### src/rtl/onf_pkg.sv
package onf_pkg;

    typedef enum logic [2:0] {
        ST_DOWN     = 3'd0,
        ST_ATTEMPT  = 3'd1,
        ST_INIT     = 3'd2,
        ST_TWOWAY   = 3'd3,
        ST_EXSTART  = 3'd4,
        ST_EXCHANGE = 3'd5,
        ST_LOADING  = 3'd6,
        ST_FULL     = 3'd7
    } t_nbr_state;

    typedef enum logic [3:0] {
        EV_HELLO       = 4'd0,
        EV_START       = 4'd1,
        EV_ONEWAY      = 4'd2,
        EV_TWOWAY      = 4'd3,
        EV_NEGDONE     = 4'd4,
        EV_EXCHDONE    = 4'd5,
        EV_BADLSREQ    = 4'd6,
        EV_LOADDONE    = 4'd7,
        EV_ADJOK       = 4'd8,
        EV_SEQMISMATCH = 4'd9,
        EV_KILL        = 4'd10,
        EV_INACTIVITY  = 4'd11,
        EV_LLDOWN      = 4'd12
    } t_event;

    localparam logic [1:0] TMR_NONE    = 2'd0;
    localparam logic [1:0] TMR_START   = 2'd1;
    localparam logic [1:0] TMR_CANCEL  = 2'd2;

    localparam logic [2:0] DD_FLAGS_NONE = 3'd0;
    localparam logic [2:0] DD_FLAGS_IMMS = 3'd7;
    localparam logic [2:0] DD_FLAGS_MORE = 3'd2;

    typedef struct packed {
        logic [3:0]  action;
        logic [30:0] new_seqnum;
        logic        request_list_empty;
        logic        master_flag;
    } t_in_word;

    typedef struct packed {
        logic [2:0]  nbr_state;
        logic [1:0]  inactivity_cmd;
        logic [1:0]  retrans_cmd;
        logic        send_dd;
        logic [2:0]  dd_flags;
        logic [31:0] dd_sequence;
        logic        send_ls_request;
        logic        originate_lsa;
        logic        purge_neighbor;
        logic        event_error;
    } t_out_word;

endpackage

### src/rtl/onf_core.sv
module onf_core (
    input  logic               i_clk,
    input  logic               i_rst_n,
    input  logic               i_fire,
    input  onf_pkg::t_in_word  i_item,
    output onf_pkg::t_out_word o_result
);
    import onf_pkg::*;

    t_nbr_state  r_state;
    t_nbr_state  n_state;
    logic [31:0] r_seq;
    logic [31:0] n_seq;
    logic [31:0] seq_inc;
    t_out_word   res;

    assign seq_inc = r_seq + 32'd1;

    always_ff @(posedge i_clk) begin
        if (!i_rst_n) begin
            r_state <= ST_DOWN;
            r_seq   <= '0;
        end else if (i_fire) begin
            r_state <= n_state;
            r_seq   <= n_seq;
        end
    end

    always_comb begin
        n_state = r_state;
        n_seq   = r_seq;
        res     = '0;
        unique case (t_event'(i_item.action))
            EV_HELLO: begin
                if (r_state == ST_DOWN || r_state == ST_ATTEMPT) begin
                    n_state = ST_INIT;
                end
                res.inactivity_cmd = TMR_START;
            end
            EV_START: begin
                if (r_state == ST_DOWN) begin
                    n_state = ST_ATTEMPT;
                end
                res.inactivity_cmd = TMR_START;
            end
            EV_ONEWAY: begin
                if (r_state >= ST_TWOWAY) begin
                    n_state = ST_INIT;
                end
            end
            EV_TWOWAY, EV_BADLSREQ, EV_ADJOK, EV_SEQMISMATCH: begin
                // Each of these enters ExStart from its own set of states.
                if ((i_item.action == EV_TWOWAY && r_state == ST_INIT) ||
                    (i_item.action == EV_BADLSREQ && r_state >= ST_EXCHANGE) ||
                    (i_item.action == EV_ADJOK && r_state == ST_TWOWAY) ||
                    (i_item.action == EV_SEQMISMATCH)) begin
                    n_state         = ST_EXSTART;
                    n_seq           = seq_inc;
                    res.send_dd     = 1'b1;
                    res.dd_flags    = DD_FLAGS_IMMS;
                    res.dd_sequence = seq_inc;
                    res.retrans_cmd = TMR_START;
                end
            end
            EV_NEGDONE: begin
                if (r_state != ST_EXSTART) begin
                    res.event_error = 1'b1;
                end else begin
                    n_state = ST_EXCHANGE;
                    if (i_item.master_flag) begin
                        res.send_dd     = 1'b1;
                        res.dd_flags    = DD_FLAGS_MORE;
                        res.dd_sequence = r_seq;
                        res.retrans_cmd = TMR_START;
                    end
                end
            end
            EV_EXCHDONE: begin
                if (i_item.request_list_empty) begin
                    n_state           = ST_FULL;
                    res.originate_lsa = 1'b1;
                    res.retrans_cmd   = TMR_CANCEL;
                end else begin
                    n_state             = ST_LOADING;
                    res.send_ls_request = 1'b1;
                end
            end
            EV_LOADDONE: begin
                if (r_state == ST_LOADING) begin
                    n_state = ST_FULL;
                end
            end
            EV_KILL, EV_INACTIVITY, EV_LLDOWN: begin
                // Losing a full adjacency through inactivity changes the router LSA; kill and link-down do not.
                if (i_item.action == EV_INACTIVITY && r_state == ST_FULL) begin
                    res.originate_lsa = 1'b1;
                end
                n_state            = ST_DOWN;
                n_seq              = {1'b0, i_item.new_seqnum};
                res.inactivity_cmd = TMR_CANCEL;
                res.purge_neighbor = 1'b1;
            end
            default: begin
            end
        endcase
        res.nbr_state = n_state;
    end

    assign o_result = res;

`ifndef NO_ASSERTIONS
    a_dd_quiet: assert property (@(posedge i_clk) disable iff (!i_rst_n)
        i_fire && !res.send_dd |-> res.dd_flags == DD_FLAGS_NONE && res.dd_sequence == '0)
        else $error("description fields set without a send");

    a_kill_down: assert property (@(posedge i_clk) disable iff (!i_rst_n)
        i_fire && i_item.action == EV_KILL |=> r_state == ST_DOWN)
        else $error("kill did not bring the neighbour down");

    a_err_keeps: assert property (@(posedge i_clk) disable iff (!i_rst_n)
        i_fire && res.event_error |=> $stable(r_state) && $stable(r_seq))
        else $error("erroneous event changed the neighbour");

    a_seq_idle: assert property (@(posedge i_clk) disable iff (!i_rst_n)
        !i_fire |=> $stable(r_seq) && $stable(r_state))
        else $error("neighbour changed without an event");
`endif

endmodule

### src/rtl/ospf_neighbor_fsm.sv
// Channel   Signals                             Word
// input     i_in_valid / o_in_ready             i_in_data  (t_in_word)
// output    o_out_valid / i_out_ready           o_out_data (t_out_word)
//
// An event word is registered on acceptance, decoded from the input register and its
// result registered; one word may be accepted every cycle while the output is not stalled.
// The input register advances whenever the result register is empty or being taken.
// Synchronous reset puts the neighbour in Down with a sequence number of zero.
// A stalled output holds the result register; an empty input register still takes one
// word, after which o_in_ready stays low until the result is taken. Nothing is dropped.
module ospf_neighbor_fsm (
    input  logic               i_clk,
    input  logic               i_rst_n,
    input  logic               i_in_valid,
    output logic               o_in_ready,
    input  onf_pkg::t_in_word  i_in_data,
    output logic               o_out_valid,
    input  logic               i_out_ready,
    output onf_pkg::t_out_word o_out_data
);
    import onf_pkg::*;

    logic      r_in_vld;
    t_in_word  r_in_data;
    logic      r_out_vld;
    t_out_word r_out_data;
    t_out_word result;
    logic      advance;
    logic      in_take;

    assign advance    = r_in_vld && (!r_out_vld || i_out_ready);
    assign o_in_ready = !r_in_vld || advance;
    assign in_take    = i_in_valid && o_in_ready;

    onf_core u_core (
        .i_clk    (i_clk),
        .i_rst_n  (i_rst_n),
        .i_fire   (advance),
        .i_item   (r_in_data),
        .o_result (result)
    );

    always_ff @(posedge i_clk) begin
        if (!i_rst_n) begin
            r_in_vld  <= 1'b0;
            r_out_vld <= 1'b0;
        end else begin
            if (in_take) begin
                r_in_vld <= 1'b1;
            end else if (advance) begin
                r_in_vld <= 1'b0;
            end
            if (advance) begin
                r_out_vld <= 1'b1;
            end else if (i_out_ready) begin
                r_out_vld <= 1'b0;
            end
        end
    end

    always_ff @(posedge i_clk) begin
        if (in_take) begin
            r_in_data <= i_in_data;
        end
        if (advance) begin
            r_out_data <= result;
        end
    end

    assign o_out_valid = r_out_vld;
    assign o_out_data  = r_out_data;

endmodule

### config.mk
export PLATFORM = sky130hd
export DESIGN_NAME = ospf_neighbor_fsm
export DESIGN_NICKNAME = d
export VERILOG_FILES = /design/src/rtl/onf_pkg.sv /design/src/rtl/onf_core.sv /design/src/rtl/ospf_neighbor_fsm.sv
export SDC_FILE = /design/constraint.sdc
export NUM_CORES = 1
export LEC_CHECK = 0
export ABC_CLOCK_PERIOD_IN_PS = 3800
export BUFFER_PORTS_ARGS = -buffer_cell sky130_fd_sc_hd__buf_4
export CORE_MARGIN = 2
export CORE_UTILIZATION = 45
export CTS_CLUSTER_DIAMETER = 100
export DETAILED_ROUTE_END_ITERATION = 6
export GPL_TIMING_DRIVEN = 0
export HOLD_SLACK_MARGIN = 0.05
export PLACE_DENSITY = 0.69
export REMOVE_ABC_BUFFERS = 1
export SYNTH_ARGS = -nofsm -noshare
export SYNTH_HDL_FRONTEND = slang
export SYNTH_SLANG_ARGS = --single-unit
export TNS_END_PERCENT = 30
### constraint.sdc
create_clock -name i_clk -period 3.8 [get_ports i_clk]
set_input_delay 0.57 -clock i_clk [delete_from_list [all_inputs] [get_ports i_clk]]
set_output_delay 0.57 -clock i_clk [all_outputs]
set_load 0.005 [all_outputs]
==> results.md <==
* Run status: finished, final reports clean
* Share of power burned in registers at 44.0%
* Switching power share of the total at ~21%
* FP Rows at 42
* Leakage power summed over all cells at 2.687 nW
* Area Overhead vs Synth at 24.00%
* Max-Cap Viols at 0
* CTS Hold Bufs at 0
* Min-Delay Path Class: input pin to flip-flop
* Internal cell power at 2.658 mW
* Worst Path Arrival at around 3300 ps
* Setup Fix Bufs, Post-CTS at 0
* Critical path class: flip-flop to flip-flop
* Maximum vdd drop at roughly 0.30 mV
* Total clock sinks at approximately 120
* Global Route Usage Sum at 20.92%
* Clock tree from TritonCTS: built
* Count of yosys warnings during synthesis at 0
* Initial DRC Count at 513
* Maximum number of pins on one net before global-route repair at 53
* Number of cells upsized or downsized after cts at 0
* First-pass GRT wire length at 23.34 mm
* Die footprint at 14180 sq um
* Endpoint class of the critical path: flip-flop
* Distinct cell type count of the synthesized netlist at 65
* Dominant synthesized flop cell: sky130_fd_sc_hd__edfxtp_1
* Sw Pwr at 0.6933 mW
* Total CTS buffers at 17
* Reg2Reg Setup Slack at 700 ps
* Vias per Instance at 5.885
* Worst slew margin relative to its limit at 16.61%
* Overflow after GRT at 0
* Post-Synthesis Cell Area at 5958 sq um
* Post-route insts no fill at 838
* Setup Total Neg Slack at 0 ps
* Cells after Synth at 585
* Clock input transition at the sequential cells of the worst setup and hold paths at 50 ps
* Number of fill cells in the layout at 1108
* Post-layout net count at 691
* Routed wire length at 14.44 mm
* Die extent in x at 119.1 um
* Average cell area after synthesis at 10.18 sq um
* Setup Viol. Count Final at 0
* Clock root cell: sky130_fd_sc_hd__clkbuf_16
* Remaining DRCs at 0
* Initial antenna violation count at 0
* Final worst clock skew at 11.06 ps
* Vertical extent of the die at 119.1 um
* Critical path fanouts, max at 39
* Number of levels the H-tree was split into at 4
* Insertion delay of the later-clocked pin in the worst-skew pair at 420 ps
* Maximum buffer depth of the clock tree at 2
* Max-slew violation count at 0
* 1st-pass router iterations at 6
* Post-synthesis register bit count at between 100 and 150
* Post-detailed-route count of antenna-violating nets at 0
* Clock power frac at 49.8%
* Final Wtd Congestion at 0.8513
* Measured slew at the worst slew-check pin at 1251 ps
* Final Hold Viols at 0
* Core area at 13090 sq um
* Timing-limited maximum frequency at 322.6 MHz
* Power Density at roughly 450 nW/um^2
* Count of input and output buffers at 89
* Cell count after placement at 806
* Startpoint class of the critical path: flip-flop
* I/O pin total at 90
* Post-detailed-placement half-perimeter wirelength at approximately 9.3 mm
* Data required, critical path at 3970 ps
* Number of global-route vias before repair at 4546
* Fraction of synthesis flops using an asynchronous set or reset pin at 0%
* Combinational share of power at 6.2%
* Unrepaired setup endpoints after global routing: no
* Initial cell density of the core at 45.53%
* Share of cells above drive strength 1 at 21.90%
* Post-layout minimum cycle time at about 3100 ps
* EDFF count, synth at 82
* Share of the clock period used by the worst path after layout at 81.58%
* Vias post-DR at 4932
* ANT cells at 0
* Avg WL per Cell at 17.23 um
* Sequential element share of the synthesized area at 53.76%
-- cells in the mapped netlist, drive strengths merged (9+ instances only) --
cell | count | area share (%)
nor3 | 12 | 1.1
o32ai | 16 | 2.6
a22o | 9 | 1.3
edfxtp | 82 | 41
clkbuf | 28 | 1.8
nand2 | 52 | 3.3
a21o | 11 | 1.4
a21oi | 58 | 4.9
or3 | 16 | 1.8
nor4 | 12 | 2.3
nand3 | 27 | 2.4
nor2 | 32 | 2.0
buf | 21 | 1.8
o21ai | 31 | 2.7
dfxtp | 37 | 12
inv | 22 | 1.4
nand4 | 16 | 1.9
-- final cells by class --
type | instances | area [sq um] | area share (%)
Clock buffer | 23 | 467.9 | 6.334
Clock inverter | 9 | 147.6 | 1.998
Inverter | 22 | 82.58 | 1.118
Multi-Input combinational cell | 395 | 2494 | 33.75
Sequential cell | 119 | 3203 | 43.35
Tap cell | 176 | 220.2 | 2.981
Timing Repair Buffer | 94 | 773.2 | 10.47
-- metrics by stage --
stage	hold slack (ps)	power (mW)	utilization [%]	cell area (sq um)	setup WS [ps]
2_1_floorplan	470.4	1.587	-	5743	-2146
3_3_place_gp	477.2	1.692	50.68	6631	-6142
3_5_place_dp	502.6	1.709	51.76	6773	772.3
4_1_cts	315.0	3.380	56.46	7388	754.3
5_1_grt	312.5	3.465	56.46	7388	482.0
6_report	327.5	3.351	56.46	7388	699.8
-- flip-flops by register name, summed over array words and instances (netlist names) --
name,flops
o_out_data,45
r_in_vld,1
u_core.r_state,3
o_out_valid,1
r_in_data,37
u_core.r_seq,32
-- path summary, 6_finish.rpt --
kind	startpoint	to	depth (start not counted)
worst min-delay path	i_in_data[29]	r_in_data[29]	1
worst min register to register	u_core.r_seq[31]	u_core.r_seq[31]	2
worst max-delay path	r_in_data[34]	o_out_data[23]	7
worst max register to register	r_in_data[34]	o_out_data[23]	7
-- power by group through the flow --
stage,logic (mW),registers (mW),clock network [mW]
5_1_grt,0.228,1.48,1.76
3_3_place_gp,0.191,1.50,0
4_1_cts,0.210,1.47,1.70
6_report,0.209,1.47,1.67
2_1_floorplan,0.0937,1.49,0
3_5_place_dp,0.209,1.50,0
-- worst max-delay path, stage by stage, from the launching register on --
cell                       delay (ps)
sky130_fd_sc_hd__edfxtp_1         670
sky130_fd_sc_hd__nor4bb_1         270
sky130_fd_sc_hd__o211a_1          330
sky130_fd_sc_hd__nor3_4           510
sky130_fd_sc_hd__buf_8            240
sky130_fd_sc_hd__inv_2            290
sky130_fd_sc_hd__a21o_1           250
sky130_fd_sc_hd__mux2_2           260
-- kinds of logic (layout without fill, tap and decap cells) --
group,count (synthesis),in the layout,share of synthesized area [%]
multiplexers,9,9,1.533
XOR/XNOR,5,5,0.7351
flip-flops,119,119,53.76
AO/OA/AOI/OAI,171,171,19.13
buffers and inverters,71,148,4.998
AND/OR/NAND/NOR,209,209,19.63
adder cells (fa/ha/maj),1,1,0.2100
-- cells in the final DEF, fill, tap and decap left out, types with 8 or more instances in the layout --
master                      Yosys  layout
sky130_fd_sc_hd__a21o_1        11      11
sky130_fd_sc_hd__a21oi_1       58      58
sky130_fd_sc_hd__a22o_1         9       9
sky130_fd_sc_hd__buf_4          3      89
sky130_fd_sc_hd__clkbuf_16      0      17
sky130_fd_sc_hd__dfxtp_1       37      37
sky130_fd_sc_hd__edfxtp_1      82      82
sky130_fd_sc_hd__inv_1         20      20
sky130_fd_sc_hd__mux2i_1        8       8
sky130_fd_sc_hd__nand2_1       52      52
sky130_fd_sc_hd__nand3_1       26      26
sky130_fd_sc_hd__nand4_1       15      15
sky130_fd_sc_hd__nor2_1        32      32
sky130_fd_sc_hd__nor3_1        11      11
sky130_fd_sc_hd__o21ai_0       15      15
sky130_fd_sc_hd__o21ai_1       15      15
sky130_fd_sc_hd__o32ai_1       14      14
sky130_fd_sc_hd__or3_1         15      15
-- layer usage --
metal	global-route usage, %	up-vias	wire length (um)
li1	-	2346	-
met1	27.05	2369	6106
met2	34.38	200	7129
met3	5.699	17	991
met4	6.250	0	209
met5	0	-	0
No activity file was read; power rests on OpenSTA's default activity.
